### config.mk
export PLATFORM = sky130hd
export DESIGN_NAME = three_voice_square_noise_synth_unit
export DESIGN_NICKNAME = d
export VERILOG_FILES = /design/src/rtl/tvsns_pkg.sv /design/src/rtl/tvsns_div.sv /design/src/rtl/tvsns_ctrl.sv /design/src/rtl/tvsns_dp.sv /design/src/rtl/three_voice_square_noise_synth_unit.sv
export SDC_FILE = /design/constraint.sdc
export NUM_CORES = 1
export LEC_CHECK = 0
export ABC_AREA = 1
export ABC_CLOCK_PERIOD_IN_PS = 14100
export BUFFER_PORTS_ARGS = -buffer_cell sky130_fd_sc_hd__clkbuf_2
export CAP_MARGIN = 20
export CORE_ASPECT_RATIO = 0.8
export CORE_MARGIN = 2
export CORE_UTILIZATION = 31
export CTS_CLUSTER_SIZE = 24
export DETAILED_ROUTE_END_ITERATION = 6
export SLEW_MARGIN = 5
export SYNTH_ARGS = -nofsm -noshare
export SYNTH_HDL_FRONTEND = slang
export SYNTH_SLANG_ARGS = --single-unit
### constraint.sdc
create_clock -name i_clk -period 14.1 [get_ports i_clk]
set_input_delay 0.705 -clock i_clk [delete_from_list [all_inputs] [get_ports i_clk]]
set_output_delay 0.705 -clock i_clk [all_outputs]
set_load 0.1 [all_outputs]
### src/rtl/tvsns_pkg.sv
// shared types and constants for the three voice square and noise synth
package tvsns_pkg;

    localparam int unsigned ENV_TOP     = 32000;
    localparam int unsigned ENV_RECIP   = 33555;
    localparam int unsigned ENV_SHIFT   = 25;
    localparam int unsigned PHASE_INC   = 100;
    localparam int unsigned VOL_MAX     = 10;
    localparam int unsigned STEP_BASE   = 64;
    localparam int unsigned NOTE_RESET  = 60;
    localparam logic [16:0] NOISE_SEED  = 17'h1bac;
    localparam logic [3:0]  ST_NOTE_OFF = 4'h8;
    localparam logic [3:0]  ST_NOTE_ON  = 4'h9;
    localparam logic [3:0]  ST_CONTROL  = 4'hb;
    localparam logic [6:0]  CC_ENV_STEP = 7'd80;
    localparam logic [6:0]  CC_NOISE    = 7'd81;
    localparam int unsigned DIV_W       = 20;

    localparam logic [19:0] PITCH_ROM [0:127] = '{
        20'd539397, 20'd509123, 20'd480548, 20'd453577, 20'd428120, 20'd404091,
        20'd381411, 20'd360004, 20'd339799, 20'd320727, 20'd302726, 20'd285736,
        20'd269698, 20'd254561, 20'd240274, 20'd226788, 20'd214060, 20'd202046,
        20'd190706, 20'd180002, 20'd169899, 20'd160364, 20'd151363, 20'd142868,
        20'd134849, 20'd127281, 20'd120137, 20'd113394, 20'd107030, 20'd101023,
        20'd95353, 20'd90001, 20'd84950, 20'd80182, 20'd75682, 20'd71434,
        20'd67425, 20'd63640, 20'd60068, 20'd56697, 20'd53515, 20'd50511,
        20'd47676, 20'd45001, 20'd42475, 20'd40091, 20'd37841, 20'd35717,
        20'd33712, 20'd31820, 20'd30034, 20'd28349, 20'd26757, 20'd25256,
        20'd23838, 20'd22500, 20'd21237, 20'd20045, 20'd18920, 20'd17858,
        20'd16856, 20'd15910, 20'd15017, 20'd14174, 20'd13379, 20'd12628,
        20'd11919, 20'd11250, 20'd10619, 20'd10023, 20'd9460, 20'd8929,
        20'd8428, 20'd7955, 20'd7509, 20'd7087, 20'd6689, 20'd6314,
        20'd5960, 20'd5625, 20'd5309, 20'd5011, 20'd4730, 20'd4465,
        20'd4214, 20'd3978, 20'd3754, 20'd3544, 20'd3345, 20'd3157,
        20'd2980, 20'd2813, 20'd2655, 20'd2506, 20'd2365, 20'd2232,
        20'd2107, 20'd1989, 20'd1877, 20'd1772, 20'd1672, 20'd1578,
        20'd1490, 20'd1406, 20'd1327, 20'd1253, 20'd1183, 20'd1116,
        20'd1054, 20'd994, 20'd939, 20'd886, 20'd836, 20'd789,
        20'd745, 20'd703, 20'd664, 20'd626, 20'd591, 20'd558,
        20'd527, 20'd497, 20'd469, 20'd443, 20'd418, 20'd395,
        20'd372, 20'd352
    };

    typedef struct packed {
        logic load;
        logic ev_apply;
        logic voice_clr;
        logic noise_start;
        logic tone_start;
        logic voice_upd;
        logic mul1;
        logic mul2;
        logic acc;
        logic scale;
        logic out_load;
    } t_dp_cmd;

    typedef struct packed {
        logic is_tick;
        logic vol_zero;
        logic div_done;
        logic last_voice;
        logic out_free;
    } t_dp_sts;

endpackage

### src/rtl/tvsns_div.sv
// shared restoring divider, one quotient bit per cycle, remainder only
module tvsns_div import tvsns_pkg::*; (
    input  logic             i_clk,
    input  logic             i_rst_n,
    input  logic             i_start,
    input  logic [DIV_W-1:0] i_dividend,
    input  logic [DIV_W-1:0] i_divisor,
    output logic             o_done,
    output logic [DIV_W-1:0] o_rem
);

    localparam int CW = $clog2(DIV_W + 1);

    logic [DIV_W-1:0] r_rem, r_dvd, r_dsr;
    logic [CW-1:0]    r_cnt;
    logic             r_done;
    logic [DIV_W:0]   n_trial;

    assign n_trial = {r_rem, r_dvd[DIV_W-1]};

    always_ff @(posedge i_clk) begin
        if (!i_rst_n) begin
            r_cnt  <= '0;
            r_done <= 1'b0;
        end else if (i_start) begin
            r_cnt  <= CW'(DIV_W);
            r_done <= 1'b0;
            r_rem  <= '0;
            r_dvd  <= i_dividend;
            r_dsr  <= i_divisor;
        end else if (r_cnt != '0) begin
            r_cnt <= r_cnt - 1'b1;
            r_dvd <= {r_dvd[DIV_W-2:0], 1'b0};
            if (n_trial >= {1'b0, r_dsr}) begin
                r_rem <= DIV_W'(n_trial - {1'b0, r_dsr});
            end else begin
                r_rem <= n_trial[DIV_W-1:0];
            end
            r_done <= (r_cnt == CW'(1));
        end else begin
            r_done <= 1'b0;
        end
    end

    assign o_done = r_done;
    assign o_rem  = r_rem;

endmodule

### src/rtl/tvsns_ctrl.sv
// sequencer for event decode and the per-voice tick pass
module tvsns_ctrl import tvsns_pkg::*; (
    input  logic    i_clk,
    input  logic    i_rst_n,
    input  logic    i_in_valid,
    input  t_dp_sts i_sts,
    output logic    o_in_ready,
    output t_dp_cmd o_cmd
);

    typedef enum logic [3:0] {
        S_IDLE, S_DECODE, S_NSTART, S_NWAIT, S_TSTART, S_TWAIT,
        S_VUPD, S_MUL1, S_MUL2, S_ACC, S_SCALE, S_OUT
    } t_state;

    t_state r_state;

    always_ff @(posedge i_clk) begin
        if (!i_rst_n) begin
            r_state <= S_IDLE;
        end else begin
            unique case (r_state)
                S_IDLE:   if (i_in_valid) r_state <= S_DECODE;
                S_DECODE: begin
                    priority if (!i_sts.is_tick) r_state <= S_IDLE;
                    else if (i_sts.vol_zero)     r_state <= S_SCALE;
                    else                         r_state <= S_NSTART;
                end
                S_NSTART: r_state <= S_NWAIT;
                S_NWAIT:  if (i_sts.div_done) r_state <= S_TSTART;
                S_TSTART: r_state <= S_TWAIT;
                S_TWAIT:  if (i_sts.div_done) r_state <= S_VUPD;
                S_VUPD:   r_state <= S_MUL1;
                S_MUL1:   r_state <= S_MUL2;
                S_MUL2:   r_state <= S_ACC;
                S_ACC:    r_state <= i_sts.last_voice ? S_SCALE : S_NSTART;
                S_SCALE:  r_state <= S_OUT;
                S_OUT:    if (i_sts.out_free) r_state <= S_IDLE;
                default:  r_state <= S_IDLE;
            endcase
        end
    end

    always_comb begin
        o_cmd             = '0;
        o_cmd.load        = (r_state == S_IDLE) && i_in_valid;
        o_cmd.ev_apply    = (r_state == S_DECODE) && !i_sts.is_tick;
        o_cmd.voice_clr   = (r_state == S_DECODE);
        o_cmd.noise_start = (r_state == S_NSTART);
        o_cmd.tone_start  = (r_state == S_TSTART);
        o_cmd.voice_upd   = (r_state == S_VUPD);
        o_cmd.mul1        = (r_state == S_MUL1);
        o_cmd.mul2        = (r_state == S_MUL2);
        o_cmd.acc         = (r_state == S_ACC);
        o_cmd.scale       = (r_state == S_SCALE);
        o_cmd.out_load    = (r_state == S_OUT) && i_sts.out_free;
    end

    assign o_in_ready = (r_state == S_IDLE);

endmodule

### src/rtl/tvsns_dp.sv
// voice state, mixer and output register
module tvsns_dp import tvsns_pkg::*; #(
    parameter int VOICES        = 3,
    parameter int PITCH_ENTRIES = 128
) (
    input  logic               i_clk,
    input  logic               i_rst_n,
    input  t_dp_cmd            i_cmd,
    output t_dp_sts            o_sts,
    input  logic               i_cfg_we,
    input  logic [3:0]         i_cfg_data,
    input  logic               i_cmd_bit,
    input  logic [7:0]         i_midi_status,
    input  logic [6:0]         i_midi_data1,
    input  logic [6:0]         i_midi_data2,
    input  logic [11:0]        i_sample_index,
    output logic               o_out_valid,
    input  logic               i_out_ready,
    output logic signed [15:0] o_sample
);

    localparam int VW   = (VOICES > 1) ? $clog2(VOICES) : 1;
    localparam int MIXW = $clog2(992 * VOICES + 1) + 1;
    localparam int SCW  = MIXW + 5;

    logic [6:0]  r_vel   [VOICES];
    logic signed [7:0] r_step [VOICES];
    logic [14:0] r_lvl   [VOICES];
    logic [8:0]  r_np    [VOICES];
    logic [16:0] r_nreg  [VOICES];
    logic [19:0] r_phase [VOICES];
    logic [19:0] r_per   [VOICES];

    logic [3:0]  r_vol;
    logic        r_tick;
    logic [7:0]  r_status;
    logic [6:0]  r_d1, r_d2;
    logic [11:0] r_idx;
    logic [VW-1:0] r_v;
    logic        r_noise_hit;
    logic        r_neg;
    logic [14:0] r_lvl_new;
    logic [4:0]  r_vel4;
    logic [5:0]  r_q;
    logic signed [10:0] r_term;
    logic signed [MIXW-1:0] r_mix;
    logic signed [SCW-1:0]  r_scaled;

    logic        div_start, div_done, div_noise;
    logic [19:0] div_dvd, div_dsr, div_rem;
    logic [VW-1:0] ev_v;
    logic [6:0]  note_sat;
    logic signed [16:0] env_next;
    logic [16:0] nreg_step, nreg_new;
    logic        neg_new;
    logic [30:0] q_prod;
    logic [9:0]  p_prod;
    logic signed [31:0] sc32;
    logic [3:0]  vol_eff;

    assign div_start = i_cmd.noise_start | i_cmd.tone_start;
    assign div_noise = i_cmd.noise_start;
    assign div_dvd   = div_noise ? {8'd0, r_idx} : (r_phase[r_v] + 20'(PHASE_INC));
    assign div_dsr   = div_noise ? {11'd0, r_np[r_v]} : r_per[r_v];

    tvsns_div u_div (
        .i_clk      (i_clk),
        .i_rst_n    (i_rst_n),
        .i_start    (div_start),
        .i_dividend (div_dvd),
        .i_divisor  (div_dsr),
        .o_done     (div_done),
        .o_rem      (div_rem)
    );

    // channel to voice map, one entry per channel number
    always_comb begin
        ev_v = '0;
        for (int s = 0; s < 16; s++) begin
            if (r_status[3:0] == 4'(s)) ev_v = VW'(s % VOICES);
        end
    end

    assign note_sat = (32'(r_d1) >= PITCH_ENTRIES) ? 7'(PITCH_ENTRIES - 1) : r_d1;
    assign env_next = $signed({2'b00, r_lvl[r_v]}) + 17'(r_step[r_v]);
    assign nreg_step = (r_nreg[r_v] >> 1) ^ {r_nreg[r_v][0], 2'b00, r_nreg[r_v][0], 13'd0};
    assign nreg_new  = r_noise_hit ? nreg_step : r_nreg[r_v];
    assign neg_new   = (r_np[r_v] == '0) ? !(div_rem < (r_per[r_v] >> 1)) : !nreg_new[0];
    assign q_prod    = 31'(r_lvl_new) * 31'(ENV_RECIP);
    assign p_prod    = 10'(r_q * r_vel4);
    assign sc32      = 32'(r_scaled);
    assign vol_eff   = (32'(r_vol) > VOL_MAX) ? 4'(VOL_MAX) : r_vol;

    always_ff @(posedge i_clk) begin
        if (!i_rst_n) begin
            r_vol       <= 4'd5;
            o_out_valid <= 1'b0;
            for (int i = 0; i < VOICES; i++) begin
                r_vel[i]   <= '0;
                r_step[i]  <= '0;
                r_lvl[i]   <= '0;
                r_np[i]    <= '0;
                r_nreg[i]  <= NOISE_SEED;
                r_phase[i] <= '0;
                r_per[i]   <= PITCH_ROM[(NOTE_RESET >= PITCH_ENTRIES) ?
                                        PITCH_ENTRIES - 1 : NOTE_RESET];
            end
        end else begin
            if (i_cfg_we) r_vol <= i_cfg_data;
            if (i_cmd.load) begin
                r_tick   <= i_cmd_bit;
                r_status <= i_midi_status;
                r_d1     <= i_midi_data1;
                r_d2     <= i_midi_data2;
                r_idx    <= i_sample_index;
                r_mix    <= '0;
            end
            if (i_cmd.ev_apply) begin
                unique case (r_status[7:4])
                    ST_NOTE_OFF: r_vel[ev_v] <= '0;
                    ST_NOTE_ON: begin
                        if (r_d2 != '0) begin
                            r_lvl[ev_v] <= r_step[ev_v][7] ? 15'(ENV_TOP) : 15'd0;
                            r_per[ev_v] <= PITCH_ROM[note_sat];
                        end
                        r_vel[ev_v] <= r_d2;
                    end
                    ST_CONTROL: begin
                        priority if (r_d1 == CC_ENV_STEP)
                            r_step[ev_v] <= 8'(STEP_BASE) - {1'b0, r_d2};
                        else if (r_d1 == CC_NOISE)
                            r_np[ev_v] <= {r_d2, 2'b00};
                    end
                    default: ;
                endcase
            end
            if (i_cmd.voice_clr) r_v <= '0;
            // noise divider result still held when the tone pass starts
            if (i_cmd.tone_start) r_noise_hit <= (r_np[r_v] != '0) && (div_rem == '0);
            if (i_cmd.voice_upd) begin
                r_phase[r_v] <= div_rem;
                r_nreg[r_v]  <= nreg_new;
                r_neg        <= neg_new;
                r_vel4       <= r_vel[r_v][6:2];
                if (!env_next[16] && (env_next <= 17'sd32000) && (r_idx[1:0] == 2'b00)) begin
                    r_lvl[r_v]  <= env_next[14:0];
                    r_lvl_new   <= env_next[14:0];
                end else begin
                    r_lvl_new   <= r_lvl[r_v];
                end
            end
            if (i_cmd.mul1) r_q <= 6'(q_prod >> ENV_SHIFT);
            if (i_cmd.mul2) r_term <= r_neg ? -$signed({1'b0, p_prod}) : $signed({1'b0, p_prod});
            if (i_cmd.acc) begin
                r_mix <= r_mix + MIXW'(r_term);
                r_v   <= r_v + 1'b1;
            end
            if (i_cmd.scale) r_scaled <= SCW'(r_mix * $signed({1'b0, vol_eff}));
            if (i_cmd.out_load) begin
                o_out_valid <= 1'b1;
                priority if (sc32 > 32'sd32767)   o_sample <= 16'sh7fff;
                else if (sc32 < -32'sd32768)      o_sample <= 16'sh8000;
                else                              o_sample <= sc32[15:0];
            end else if (i_out_ready) begin
                o_out_valid <= 1'b0;
            end
        end
    end

    assign o_sts.is_tick    = r_tick;
    assign o_sts.vol_zero   = (r_vol == '0);
    assign o_sts.div_done   = div_done;
    assign o_sts.last_voice = (32'(r_v) == VOICES - 1);
    assign o_sts.out_free   = !o_out_valid || i_out_ready;

endmodule

### src/rtl/three_voice_square_noise_synth_unit.sv
// top level of the three voice square and noise synth
// input channel: i_in_valid / o_in_ready carry one item (a midi event or a
//   sample tick); o_in_ready is high only while the sequencer is idle
// output channel: o_out_valid / i_out_ready carry one sample per tick item,
//   events give none
// config: i_cfg_we writes i_cfg_data into the master volume, reset value 5
// sequence: an event is decoded and applied with no voice pass; a tick
//   runs, for each voice in turn, two 20-bit remainder passes (noise
//   rate, tone phase) on the shared bit-serial divider and adds the
//   voice term to the mix, then scales and loads the sample; zero
//   volume ticks skip the voice passes
// the next item is accepted as soon as a sample sits in the output
//   register, so a stalled receiver holds at most one finished sample
//   and blocks only the next tick at its output step
// reset: synchronous active low, voice state returns to its reset values,
//   no output pending
module three_voice_square_noise_synth_unit import tvsns_pkg::*; #(
    parameter int VOICES        = 3,
    parameter int PITCH_ENTRIES = 128
) (
    input  logic               i_clk,
    input  logic               i_rst_n,
    input  logic               i_in_valid,
    output logic               o_in_ready,
    input  logic               i_cmd,
    input  logic [7:0]         i_midi_status,
    input  logic [6:0]         i_midi_data1,
    input  logic [6:0]         i_midi_data2,
    input  logic [11:0]        i_sample_index,
    output logic               o_out_valid,
    input  logic               i_out_ready,
    output logic signed [15:0] o_sample,
    input  logic               i_cfg_we,
    input  logic [3:0]         i_cfg_data
);

    t_dp_cmd cmd;
    t_dp_sts sts;

    tvsns_ctrl u_ctrl (
        .i_clk      (i_clk),
        .i_rst_n    (i_rst_n),
        .i_in_valid (i_in_valid),
        .i_sts      (sts),
        .o_in_ready (o_in_ready),
        .o_cmd      (cmd)
    );

    tvsns_dp #(
        .VOICES        (VOICES),
        .PITCH_ENTRIES (PITCH_ENTRIES)
    ) u_dp (
        .i_clk          (i_clk),
        .i_rst_n        (i_rst_n),
        .i_cmd          (cmd),
        .o_sts          (sts),
        .i_cfg_we       (i_cfg_we),
        .i_cfg_data     (i_cfg_data),
        .i_cmd_bit      (i_cmd),
        .i_midi_status  (i_midi_status),
        .i_midi_data1   (i_midi_data1),
        .i_midi_data2   (i_midi_data2),
        .i_sample_index (i_sample_index),
        .o_out_valid    (o_out_valid),
        .i_out_ready    (i_out_ready),
        .o_sample       (o_sample)
    );

    a_busy_after_accept: assert property (@(posedge i_clk) disable iff (!i_rst_n)
        i_in_valid && o_in_ready |=> !o_in_ready)
        else $error("accepted item did not start work");

    a_out_from_busy: assert property (@(posedge i_clk) disable iff (!i_rst_n)
        $rose(o_out_valid) |-> $past(!o_in_ready))
        else $error("sample appeared without an item at work");

    a_one_cmd: assert property (@(posedge i_clk) disable iff (!i_rst_n)
        $onehot0({cmd.noise_start, cmd.tone_start, cmd.voice_upd, cmd.acc, cmd.out_load}))
        else $error("conflicting datapath commands");

endmodule
# --- Yosys cells after proc, flatten, opt, wreduce, memory -nomap -nowiden ---
# Memories as Yosys holds them, arrays and structs flattened. A register that Yosys moved wholly into a read port is not among the register bits.
# Index checks and enable logic that the tools add are counted.
classes:
  eq_ne: 37
  muxes: 109
  n_mul: 3
  n_reduce_logical: 46
  bitwise_logic: 6
  magnitude_cmp: 7
  add_sub_neg: 8
ops:
  columns: ["op", "count"]
  rows:
  - ["$mux 20", 9]
  - ["$eq 4x4->1 const B", 15]
  - ["$mux 15", 4]
  - ["$mux 2", 30]
  - ["$pmux 4 s12", 1]
  - ["$mux 1", 44]
  - ["$reduce_or 20->1", 2]
  - ["$mux 17", 2]
  - ["$eq 4x3->1 const B", 8]
  - ["$mux 4", 8]
  - ["$mul 15x16->31 const B", 1]
  - ["$reduce_or 15->1", 2]
  - ["$mux 13", 2]
  - ["$reduce_and 2->1", 11]
  - ["$ge 21x20->1", 1]
  - ["$mux 7", 3]
  - ["$add 20x7->20 const B", 1]
  - ["$logic_not 20->1", 1]
  - ["$lt 20x19->1", 1]
  - ["$sub 20x20->20", 1]
  - ["$gt 18x16->1 const B", 1]
  - ["$lt 18x16->1 const B", 1]
  - ["$mul 13x5->18", 1]
  - ["$add 16x8->17", 1]
  - ["41 further kinds", 65]
totals:
  inputBits: 44
  mem_bits_rw: 282
  regBits: 193
  rom_bits: 2560
  n_memories: 8
  word_cells: 249
memory_table:
  columns: ["memory", "words", "word_bits", "rd", "rd_ports_with_merged_regs", "wr", "line", "text"]
  rows:
  - ["(name not given)", 128, 20, 1, 0, 0, "tvsns_dp.sv:124", "r_per[ev_v] <= PITCH_ROM[note_sat];"]
  - ["u_dp.r_per", 3, 20, 1, 1, 3, "tvsns_dp.sv:32", "logic [19:0] r_per [VOICES];"]
  - ["u_dp.r_phase", 3, 20, 1, 1, 3, "tvsns_dp.sv:31", "logic [19:0] r_phase [VOICES];"]
  - ["u_dp.r_nreg", 3, 17, 1, 1, 3, "tvsns_dp.sv:30", "logic [16:0] r_nreg [VOICES];"]
  - ["u_dp.r_lvl", 3, 15, 1, 1, 3, "tvsns_dp.sv:28", "logic [14:0] r_lvl [VOICES];"]
  - ["u_dp.r_step", 3, 8, 2, 1, 3, "tvsns_dp.sv:27", "logic signed [7:0] r_step [VOICES];"]
  - ["2 more memories", null, null, null, null, null, null, null]

# --- Logic depth before layout (Yosys ltp) ---
# Gate-level depths: netlist of the first run.
# An unclocked memory read counts as a cell.
depth:
  ltp_word: 20
  mapped_depth: 30
  depth_no_buf: 23

# --- By module ---
# A second synthesis of the first run with hierarchy kept.
hier_totals:
  cells_unflattened: 4129
  area_unflattened_um2: 36028.3
modules_own_cells:
  columns: ["mod", "seq_area_each_um2", "instances", "cells_each", "area_each_um2"]
  rows:
  - ["tvsns_dp", 14884.3, 1, 3542, 31499.0]
  - ["tvsns_div", 1921.8, 1, 520, 4166.5]
  - ["tvsns_ctrl", 80.1, 1, 67, 362.8]

# --- Worst setup path before layout of the first run ---
# OpenSTA, ideal clock, no wires.
synth_timing:
  path_type: "flip-flop to flip-flop"
  start: "register u_ctrl.r_state[1]"
  end: "register u_dp.u_div.r_rem[0] (netlist: u_dp.u_div.o_rem[0]) (enable)"
  n_path_buf: 1
  arrival_time_ps: 4165
  path_slack_ps: 9442
  synth_period_minus_slack_ps: 4658
  stages_incl_launch_ff: 8
  t_required_ps: 13607
  cell_sequence: "dfxtp_1 -> inv_1 -> nor2_1 -> inv_1 -> nor2_1 -> nor2_1 -> clkbuf_1 -> o21ai_0"
synth_via:
  elab_chain_cells: 4
  elab_cells_between_ends: 5
  classes_between: "eq/ne: 2; bitwise: 1; reduce/logical: 2"
synth_rtl:
  columns: ["element", "line", "text"]
  rows:
  - ["from (decl)", "tvsns_ctrl.sv:16", "t_state r_state;"]
  - ["from (signal assigned)", "tvsns_ctrl.sv:36", "S_ACC: r_state <= i_sts.last_voice ? S_SCALE : S_NSTART;"]
  - ["$eq 4x2->1 or $eq 4x3->1 (tied branches)", "tvsns_ctrl.sv:49, tvsns_ctrl.sv:50", null]
  - ["$or 1x1->1 *", "tvsns_dp.sv:61", "assign div_start = i_cmd.noise_start | i_cmd.tone_start;"]
  - ["$reduce_bool 2->1 (no line) *", null, null]
  - ["$reduce_and 2->1 (no line) *", null, null]
  - ["to (signal assigned)", "tvsns_div.sv:35", "r_rem <= DIV_W'(n_trial - {1'b0, r_dsr});"]
  - ["to (signal assigned)", "tvsns_div.sv:37", "r_rem <= n_trial[DIV_W-1:0];"]
  - ["to (decl)", "tvsns_div.sv:14", "logic [DIV_W-1:0] r_rem, r_dvd, r_dsr;"]
# Mark *: on every way between the ends. The rest lies on a longest branch, timed or not.
# A chain may end at the register's enable or synchronous reset.

==> results by group, run 1 <==
Logic synthesis
  – Synth cell count leaders: nand2_1 (735), edfxtp_1 (551), inv_1 (543), nor2_1 (532), o21ai_0 (260)
  – Post-synth top area cell: edfxtp_1
  – Number of synthesized flops with an enable pin: 551
  – Yosys cell types: 65
  – Post-synth top flop: edfxtp_1
  – Seq/Total Area, Yosys: 48.31%
  – Top-count cell post-synth: nand2_1
  – Synth top area share: 47.33%
  – Synth warnings: 0
  – Async S/R FF share, synth: 0%
  – Seq cells post-synth: 568
  – Synthesized area: 34,960 sq um
  – Synth Area per Inst: 9.122 sq um
  – Synth area leaders: edfxtp_1 (47%), ha_1 (9.1%), nand2_1 (7.9%)
  – Cells after synthesis: 3,832

Critical path
  – Worst Setup EP: u_dp.r_lvl[0][14]$_SDFFCE_PN0P_
  – WS Path Type: register to register
  – R2R depth: 19
  – Capture point of the worst reg-to-reg path: u_dp.r_lvl[0][14]$_SDFFCE_PN0P_
  – CP endpoint kind: register
  – Worst Path Required: 14,360 ps
  – FF-to-FF setup slack: 9150 ps
  – CP arrival: 5210 ps
  – Critical path fanouts, max: 69
  – CP Launch Type: register

Timing
  – Final number of setup-violating endpoints: 0
  – Fmax: 201.8 MHz
  – Final Hold Viols: 0
  – RSZ-0062 raised after global routing: false
  – Fin. max-slew vios: 0
  – Clk_skew: 22.98 ps
  – Worst slew margin: 31.95%
  – Setup TNS: 0 ps
  – Min cycle time layout: 4955 ps
  – Tightest Pin Transition: 1021 ps
  – Final WS setup: 9145 ps
  – Final worst-path cycle share: 35.14%

Die
  – Num rows: 110
  – Die Area: 115,500 sq um
  – Chip height: 304.4 um
  – Initial Utilization: 31.16%
  – IO Count: 62
  – Core Area: 112,200 sq um
  – Die X: 379.4 um

Cells and area
  – Fin nets: 4,266
  – Ratio of cells with drive above 1 in the final layout: 6.443%
  – # diodes: 0
  – Area Overhead vs Synth: 11.61%
  – Cell area after layout: 39,010 sq um

CTS
  – Setup Fix Bufs, Post-CTS: 0
  – CTS tree: built
  – Clk_lat worst skew: 630 ps
  – Deepest clock path buffer count: 3
  – Clock-pin slew on the worst setup and hold paths: 70 ps
  – H-tree levels: 2
  – CTS root buf: clkbuf_16
  – Post-cts sizing count: 0
  – Clk sinks: 568
  – CTS Buf Count: 58
  – Hold buffers post-CTS: 0

Place
  – # port buffers: 61
  – Post-DP HPWL: 65,640 um
  – Pre-CTS WS: 9155 ps
  – RePlAce Congestion: 0.9162
  – DP Area: 37,000 sq um

Global routing
  – Initial antenna violation count: 0
  – Met2 usage: 23.70%
  – Congestion Overflow GR: 0
  – Pin count of the biggest net entering global routing: 99
  – Number of global-route vias before repair: 25,330
  – GRT Overall Usage: 15.73%
  – Layer with the highest usage: met1
  – Met3 usage: 1.933%
  – Met1 GRT Util: 24.02%
  – First-pass GRT wire length: 144,800 um

Detailed routing
  – DRC viols: 0
  – DR vias: 26,440
  – Via density: 4.849
  – Final wirelength: 91,650 um
  – Iteration-0 DRC Markers: 2,539
  – Pre-Repair DR Iteration Count: 5
  – Wire per inst: 16.80 um
  – DRT antenna net count: 0

Flow run
  – Max Cap Viol: 0

Hold path
  – Hold Crit Class: input port to register

Status
  – Status: finished, final reports clean

Power and ir drop
  – PwrDens: 130.4 nW/um^2
  – Peak supply drop: 0.00009921 V
  – P_leak: 16.78 nW
  – Power Total: 5.089 mW
==> worst min path at each step <==
stage,startpoint,end,depth (start not counted),slack (ps)
6_report,i_midi_data2[4],u_dp.r_d2[4]$_DFFE_PP_,1,250
5_1_grt,i_midi_data2[6],u_dp.r_d2[6]$_DFFE_PP_,1,210
4_1_cts,i_midi_data2[6],u_dp.r_d2[6]$_DFFE_PP_,1,200
3_5_place_dp,u_dp.r_scaled[17]$_DFFE_PP_,u_dp.o_sample[15]$_SDFFCE_PN0P_,0,450
3_3_place_gp,u_dp.r_scaled[17]$_DFFE_PP_,u_dp.o_sample[15]$_SDFFCE_PN0P_,0,440
2_1_floorplan,u_dp.r_d2[3]$_DFFE_PP_,u_dp.r_np[3][3]$_DFFE_PP_,0,430
==> final cells by class <==
| type | count | area, sq um |
|---|---|---|
| fill | 11450 | 73160 |
| tap | 1512 | 1892 |
| clock inverter | 29 | 282.8 |
| timing repair buffer | 94 | 625.6 |
| sequential | 568 | 16890 |
| clock buffer | 79 | 1634 |
| multi-input combinational | 2612 | 15580 |
| inverter | 560 | 2107 |
==> worst max-delay path, cell delays in order, from the launching register on <==
cell and delay, ps:
dfxtp_2 310, buf_4 510, inv_4 470, nand3_1 200
nand2_1 140, inv_1 330, ha_1 350, a21oi_1 260
nand2_1 150, a21oi_1 220, nand2_1 80, nand2_1 70
nand2_2 90, nor2_4 130, nand3_4 120, nand3_4 160
nand2_2 70, nand2_2 120, nand3_4 190, nand2_1 580
==> cell usage in the layout, fill, tap and decap left out, drive strengths merged, types with 6 or more instances in the layout <==
cell type,Yosys,final
inv,556,557
a32oi,8,8
nand2,749,749
edfxtp,551,551
ha,253,253
nor4,12,12
nand3b,8,8
clkbuf,74,140
o21ai,265,265
o22ai,48,48
a32o,34,34
or2,10,10
dfxtp,17,17
a211oi,6,6
a21o,6,6
conb,1,40
xor2,44,44
mux2i,8,8
nor3,35,35
nand4,26,26
nor2,541,541
clkinv,4,26
a21boi,6,6
fa,75,75
nand3,125,125
o211ai,20,20
buf,57,33
xnor2,27,27
a31oi,12,12
a21oi,216,216
==> logic make-up after synthesis <==
logic type	Yosys count	share of synthesized area, %
muxes	12	0.3579
xor gates and xnor gates	71	1.800
other	1	0.01073
adders and majority gates	328	13.35
AOI/OAI and AO/OA	653	10.74
and+or+nand+nor	1508	17.75
buffers and inverters	691	7.688
DFF	568	48.31
==> flip-flops by register name, summed over array words and instances, names as in the netlist, 7 cells and up, named ones only <==
name,flops
u_dp.r_status,8
u_dp.r_mix,13
u_dp.u_div.o_rem,20
u_dp.r_vel,20
u_dp.r_step,32
u_dp.r_scaled,18
u_dp.r_np,28
u_dp.r_per,80
u_dp.note_sat,7
u_dp.r_nreg,68
u_dp.u_div.r_dvd,20
u_dp.u_div.r_dsr,20
u_dp.r_idx,12
u_dp.r_term,11
u_dp.r_d2,7
u_dp.r_lvl_new,15
u_dp.r_phase,80
u_dp.r_lvl,60
u_dp.o_sample,16
==> metal layers <==
| metal | vias up | wire length, um |
|---|---|---|
| met1 | 12570 | 45390 |
| li1 | 12950 | - |
| met2 | 813 | 39130 |
| met4 | 0 | 1538 |
| met3 | 114 | 5591 |
| met5 | - | 0 |
==> power by group <==
| part | switching (mW) | internal, mW | total (mW) |
|---|---|---|---|
| sequential | 0.125 | 2.03 | 2.16 |
| combinational | 0.903 | 0.445 | 1.35 |
| clock | 0.681 | 0.902 | 1.58 |
| total | 1.71 | 3.38 | 5.09 |
==> through the flow <==
| stage | utilization, % | instances | hold slack [ps] |
|---|---|---|---|
| after detailed placement | 32.99 | 5342 | 449.2 |
| final | 34.78 | 5454 | 246.0 |
| after global placement | 32.97 | 5341 | 444.1 |
| after CTS | 34.70 | 5450 | 202.4 |
| after global routing | 34.78 | 5454 | 213.3 |
| after floorplan | - | 3871 | 426.4 |
Power figures use the tool's default switching activity.
==> run 2, diff against run 1 <==
--- a/config.mk
+++ b/config.mk
@@ -6,7 +6,7 @@
 export NUM_CORES = 1
 export LEC_CHECK = 0
 export ABC_AREA = 1
-export ABC_CLOCK_PERIOD_IN_PS = 14100
+export ABC_CLOCK_PERIOD_IN_PS = 5200
 export BUFFER_PORTS_ARGS = -buffer_cell sky130_fd_sc_hd__clkbuf_2
 export CAP_MARGIN = 20
 export CORE_ASPECT_RATIO = 0.8
==> constraint.sdc (replaced) <==
create_clock -name i_clk -period 5.2 [get_ports i_clk]
set_input_delay 0.26 -clock i_clk [delete_from_list [all_inputs] [get_ports i_clk]]
set_output_delay 0.26 -clock i_clk [all_outputs]
set_load 0.1 [all_outputs]
==> run 2 against run 1 <==
Net effect:
- maximum frequency is 0.85% lower
- total power increased to 2.7 times the previous value
- first-iteration DRC count shrank 17%
- critical path depth down 2
- wire length is 1.5% lower
- final cell count increased by 1.2%
- worst hold slack got worse by 120 ps
- global-route usage decreased by 0.19 points
- sequential power rose to 2.7 times the previous value
- largest cell class unchanged
- highest routed layer unchanged
==> results by group, run 2 (synthesis results as in run 1) <==
Status
  – Status: finished, final reports clean

CTS
  – Clock-pin slew on the worst setup and hold paths: 70 ps
  – Hold buffers post-CTS: 47
  – Clk sinks: 568
  – Post-cts sizing count: 0
  – CTS root buf: clkbuf_16
  – Setup Fix Bufs, Post-CTS: 0
  – H-tree levels: 2
  – CTS tree: built
  – Deepest clock path buffer count: 3
  – Clk_lat worst skew: 670 ps
  – CTS Buf Count: 59

Flow run
  – Max Cap Viol: 0

Global routing
  – GRT Overall Usage: 15.55%
  – First-pass GRT wire length: 142,700 um
  – Congestion Overflow GR: 0
  – Number of global-route vias before repair: 25,500
  – Pin count of the biggest net entering global routing: 131
  – Initial antenna violation count: 0

Critical path
  – CP Launch Type: register
  – Critical path fanouts, max: 5
  – CP endpoint kind: register
  – WS Path Type: register to register
  – Worst Path Required: 5620 ps
  – CP arrival: 5420 ps

Detailed routing
  – DRT antenna net count: 0
  – DRC viols: 0
  – Via density: 4.830
  – Iteration-0 DRC Markers: 2,112
  – Metal-1 WL: 43,490 um
  – Final wirelength: 90,310 um
  – Wire length on met3: 5907 um
  – Pre-Repair DR Iteration Count: 6
  – Wire per inst: 16.36 um
  – WL met2: 39,240 um
  – DR top layer: met4
  – DR vias: 26,660

Cells and area
  – Fin nets: 4,332
  – # diodes: 0
  – Commonest non-fill, non-tap cell in the layout: nand2_1
  – Largest registers: u_dp.r_per x80, u_dp.r_phase x80, u_dp.r_nreg x68
  – Most frequent cells in the layout: nand2_1 (732), edfxtp_1 (551), inv_1 (543)
  – Ratio of cells with drive above 1 in the final layout: 6.712%
  – Finished Core Util: 35.33%
  – Area Overhead vs Synth: 13.36%

Die
  – Chip height: 304.4 um
  – Die Area: 115,500 sq um
  – Die X: 379.4 um
  – Core Area: 112,200 sq um
  – Initial Utilization: 31.16%
  – IO Count: 62
  – Num rows: 110

Timing
  – Clk_skew: 43.25 ps
  – RSZ-0062 raised after global routing: false
  – Fin. max-slew vios: 0
  – Tightest Pin Transition: 1019 ps
  – Min cycle time layout: 4997 ps
  – Setup TNS: 0 ps
  – Final number of setup-violating endpoints: 0
  – Worst slew margin: 31.79%
  – Final worst-path cycle share: 96.10%
  – Fmax: 200.1 MHz
  – Final Hold Viols: 0

Place
  – RePlAce Congestion: 0.9454
  – Post-DP HPWL: 64,300 um
  – # port buffers: 61

Power and ir drop
  – Combinational power share: 26.4%
  – Int Power: 9.143 mW
  – P_leak: 17.04 nW
  – Peak supply drop: 0.0002713 V
  – NetSw: 4.655 mW
  – PwrDens: 348.2 nW/um^2
  – Net Sw Frac: 33.73%
  – Seq pwr share: 42.5%
  – Clock power frac: 31.1%

Hold path
  – Hold Crit Class: input port to register
## run 2: power by group through the flow
stage	clock network [mW]	logic [mW]	registers, mW
final	4.29	3.65	5.87
after detailed placement	0	3.56	5.95
after floorplan	0	2.68	5.76
after global placement	0	3.52	5.94
after global routing	4.56	4.13	5.90
after CTS	4.39	3.62	5.85
## run 2: layer usage
layer | up-vias | global-route usage (%)
li1 | 13080 | -
met1 | 12810 | 22.92
met2 | 663 | 23.72
met3 | 109 | 2.668
met4 | 0 | 3.405
met5 | - | 0
## run 2: area by class of cell
| class | instances | area (sq um) |
|---|---|---|
| multi-input cells | 2612 | 15580 |
| repair buffers | 159 | 1231 |
| flip-flops and latches | 568 | 16890 |
| well taps | 1512 | 1892 |
| clock buffers | 78 | 1578 |
| inverters | 560 | 2107 |
| clock inverters | 31 | 347.8 |
| fillers | 11430 | 72540 |
## run 2: path summary, 6_finish.rpt
check / to / slack (ps) / startpoint / cells past startpoint
hold reg to reg: u_dp.o_sample[15]$_SDFFCE_PN0P_ / 450 / u_dp.r_scaled[17]$_DFFE_PP_ / 0
setup / recovery: u_dp.r_q[5]$_DFFE_PP_ / 200 / u_dp.r_lvl_new[13]$_DFFE_PP_ / 17
hold / removal: u_ctrl.r_state[1]$_SDFFE_PN0P_ / 130 / i_rst_n / 3
setup reg to reg: u_dp.r_q[5]$_DFFE_PP_ / 200 / u_dp.r_lvl_new[13]$_DFFE_PP_ / 17
## run 2: per-stage QoR
step | hold slack, ps | cells | instance area, sq um | power (mW) | worst slack [ps]
6_report | 127.3 | 5520 | 39630 | 13.80 | 202.8
5_1_grt | 127.7 | 5520 | 39630 | 14.58 | 17.01
4_1_cts | 87.19 | 5516 | 39550 | 13.86 | 260.1
3_5_place_dp | 438.6 | 5360 | 37160 | 9.506 | 251.7
3_3_place_gp | 437.3 | 5360 | 37160 | 9.454 | 281.7
2_1_floorplan | 358.9 | 3871 | 35100 | 8.445 | 542.5
## run 2: critical path: stages, from the launching register on
cell and delay, ps:
edfxtp_1 470, inv_1 90, ha_1 340, fa_1 560, fa_1 450, fa_1 550
inv_1 60, fa_1 480, ha_1 320, ha_1 330, a21oi_1 180, nor2_1 60
a211o_1 260, nand2_1 60, nand3_1 170, nand2_1 120, o211ai_1 100, and2_1 170
==> run 3, diff against run 2 <==
--- a/config.mk
+++ b/config.mk
@@ -17,4 +17,5 @@
 export SLEW_MARGIN = 5
 export SYNTH_ARGS = -nofsm -noshare
 export SYNTH_HDL_FRONTEND = slang
+export SYNTH_HIERARCHICAL = 1
 export SYNTH_SLANG_ARGS = --single-unit
==> run 3 against run 2 <==
Net effect:
- register-to-register slack better by 230 ps
- sequential power down 0.9%
- clock power up 4%
- cell area up 2.5%
- synthesized cell count up 7.8%
- critical path depth up 1
- utilization about the same
- non-clock buffer count down 5
- first-iteration DRC count up 9.4%
- global-route usage up 0.33 points
- die area up 3.0%
==> results by group, run 3 <==
Place
  – Post-DP HPWL: 67,810 um
  – Placed Cells incl. Taps: 5,655
  – DP Area: 38,110 sq um
  – Pre-CTS WS: 415.7 ps
  – # port buffers: 61
  – RePlAce Congestion: 0.8953

Detailed routing
  – Pre-Repair DR Iteration Count: 6
  – DRT antenna net count: 0
  – Final wirelength: 94,930 um
  – DR vias: 28,050
  – DRC viols: 0
  – Wire per inst: 16.32 um
  – Via density: 4.823
  – Iteration-0 DRC Markers: 2,311

Logic synthesis
  – Mux cell area share after synthesis: 0.1667%
  – Seq/Total Area, Yosys: 46.87%
  – Synth Area per Inst: 8.726 sq um
  – Async S/R FF share, synth: 0%
  – Synth warnings: 6
  – Synth cell count leaders: nand2_1 (950), inv_1 (574), nor2_1 (558), edfxtp_1 (551), ha_1 (252)
  – Cells after synthesis: 4,129
  – Synthesized area: 36,030 sq um
  – Post-Synth Simple-Gate Area: 21.40%
  – Largest family of logic cells by synthesized area: simple AND/OR/NAND/NOR gates
  – Number of synthesized flops with an enable pin: 551
  – Yosys cell types: 62
  – Post-synth top flop: edfxtp_1
  – Post-synthesis compound-gate area fraction: 9.092%
  – Synth Area in Adders: 12.92%
  – Top-count cell post-synth: nand2_1
  – Post-synth top area cell: edfxtp_1
  – Synth top area share: 45.92%
  – Fraction of synthesized cell area in xor and xnor cells: 1.361%
  – Seq cells post-synth: 568
  – Synth area leaders: edfxtp_1 (46%), nand2_1 (9.9%), ha_1 (8.8%)

CTS
  – Clk sinks: 568
  – H-tree levels: 2
  – Deepest clock path buffer count: 3
  – Clock-pin slew on the worst setup and hold paths: 60 ps
  – CTS tree: built
  – CTS root buf: clkbuf_16
  – CTS Buf Count: 60
  – Clk_lat worst skew: 650 ps

Critical path
  – CP arrival: 5160 ps
  – R2R depth: 18
  – Critical path fanouts, max: 5
  – WS Path Type: register to register
  – FF-to-FF setup slack: 430 ps
  – Capture point of the worst reg-to-reg path: u_dp/r_q[4]$_DFFE_PP_
  – CP endpoint kind: register
  – Critical path origin: u_dp/r_lvl_new[14]$_DFFE_PP_
  – Cell mode on critical path: fa_1
  – CP max stage delay: 560 ps
  – CP Cell Sequence: ha_1, inv_1, fa_1, inv_1, fa_1, fa_1, inv_1, fa_1, ha_1, ha_1, nand2_1, nand2_1, a31oi_1, o21ai_0, a21oi_1, nand2_1, nor2_1, nor2_1
  – CP Launch Type: register
  – Slowest cell on the critical path: fa_1
  – Worst r2r src: u_dp/r_lvl_new[14]$_DFFE_PP_
  – Worst Path Required: 5600 ps

Hold path
  – Hold Crit Class: input port to register
  – Hold Path Sink: u_ctrl/r_state[0]$_SDFFE_PN0P_
  – Hold Path Depth: 5
  – Hold Startpoint: i_in_valid

Timing
  – Fin. max-slew vios: 0
  – Final number of setup-violating endpoints: 0
  – Final Hold Viols: 0
  – Min cycle time layout: 4765 ps
  – RSZ-0062 raised after global routing: false
  – Clk_skew: 34.27 ps
  – Tightest Pin Transition: 1091 ps
  – Setup TNS: 0 ps
  – Worst slew margin: 26.99%
  – Fmax: 209.9 MHz
  – Final worst-path cycle share: 91.63%
  – Final WS setup: 435.0 ps

Cells and area
  – Ratio of cells with drive above 1 in the final layout: 6.968%
  – Cell area after layout: 40,630 sq um
  – Area of the multi-input gates: 16,370 sq um
  – Area Overhead vs Synth: 12.76%
  – Fin nets: 4,612
  – Reg area: 16,890 sq um
  – Largest registers: u_dp/r_per x80, u_dp/r_phase x80, u_dp/r_nreg x68
  – Commonest non-fill, non-tap cell in the layout: nand2_1
  – Post-route insts no fill: 5,817
  – Fillers: 11,810
  – Most frequent cells in the layout: nand2_1 (946), inv_1 (571), nor2_1 (556)

Die
  – Core Area: 114,900 sq um
  – Initial Utilization: 31.37%
  – Num rows: 111
  – Die Area: 119,000 sq um
  – Chip height: 308.9 um
  – IO Count: 62
  – Die X: 385.2 um

Power and ir drop
  – Peak supply drop: 0.0002638 V
  – PwrDens: 339.8 nW/um^2
  – P_leak: 18.04 nW

Global routing
  – First-pass GRT wire length: 150,300 um
  – GRT Overall Usage: 15.88%
  – Initial antenna violation count: 2
  – Pin count of the biggest net entering global routing: 98
  – Number of global-route vias before repair: 26,920
  – Congestion Overflow GR: 0

Status
  – Status: finished, final reports clean

Flow run
  – Max Cap Viol: 0
-- run 3: changes by cell type after synthesis, sizes merged, moves of 5 or more --
cell    delta
xnor2     -13
nand3     +49
o21ai     -27
o211ai     -5
inv       +34
a21oi     -20
o22ai      -9
nand2    +226
nand3b     +5
nand4     +29
clkbuf    -11
nor2      +41
buf       +23
-- run 3: area by class of cell --
class                      instances  area share (%)
antenna                            1        0.006160
inverter                         592           5.488
clock buffer                      66           3.804
multi-input combinational       2865           40.29
timing repair buffer             154           2.981
tap                             1525           4.697
clock inverter                    46           1.158
sequential                       568           41.58
-- run 3: report_power, final --
| part | internal [mW] | switching [mW] |
|---|---|---|
| Clock | 2.55 | 1.91 |
| Combinational | 1.16 | 2.36 |
| Sequential | 5.48 | 0.339 |
| Total | 9.19 | 4.61 |
-- run 3: stage by stage --
step                hold slack (ps)  util [%]  total power [mW]
finish                        98.26     35.37             13.81
global route                  109.0     35.37             14.64
CTS                           30.08     35.35             13.90
detailed placement            438.6     33.18             9.371
global placement              437.9     33.14             9.329
floorplan                     357.6         -             8.418
-- run 3: layer usage --
metal,wire (um),GRT usage (%)
met3,6823,3.004
met4,1577,3.343
met5,0,0
met2,40460,23.97
met1,46070,23.51
-- run 3: worst max-delay path by stage --
stage | end | slack [ps]
after floorplan | u_dp/r_q[4]$_DFFE_PP_ | 800
after global placement | u_dp/r_q[4]$_DFFE_PP_ | 430
after detailed placement | u_dp/r_q[4]$_DFFE_PP_ | 420
after CTS | u_dp/r_q[4]$_DFFE_PP_ | 410
after global routing | u_dp/r_q[4]$_DFFE_PP_ | 100
final | u_dp/r_q[4]$_DFFE_PP_ | 430
-- run 3: what timing repair did --
| action | in CTS | in global routing |
|---|---|---|
| endpoints found under the setup margin | 0 | 1 |
| gates resized for setup | 0 | 1 |
| setup buffers | 0 | 0 |
| endpoints found under the hold margin | 40 | 0 |
| hold buffers | 48 | 0 |
-- run 3: cell families after synthesis --
group / after synthesis
muxes: 6
other: 1
xor gates and xnor gates: 56
AOI/OAI and AO/OA: 574
adders and majority gates: 327
buffers and inverters: 735
DFF: 568
and+or+nand+nor: 1862
-- run 3: critical path: cells and delay by family, from the launching register on --
family | cells | cell delay [ps]
adders and majority gates | 7 | 2990
DFF | 1 | 500
AOI/OAI and AO/OA | 3 | 470
and+or+nand+nor | 5 | 360
buffers and inverters | 3 | 180
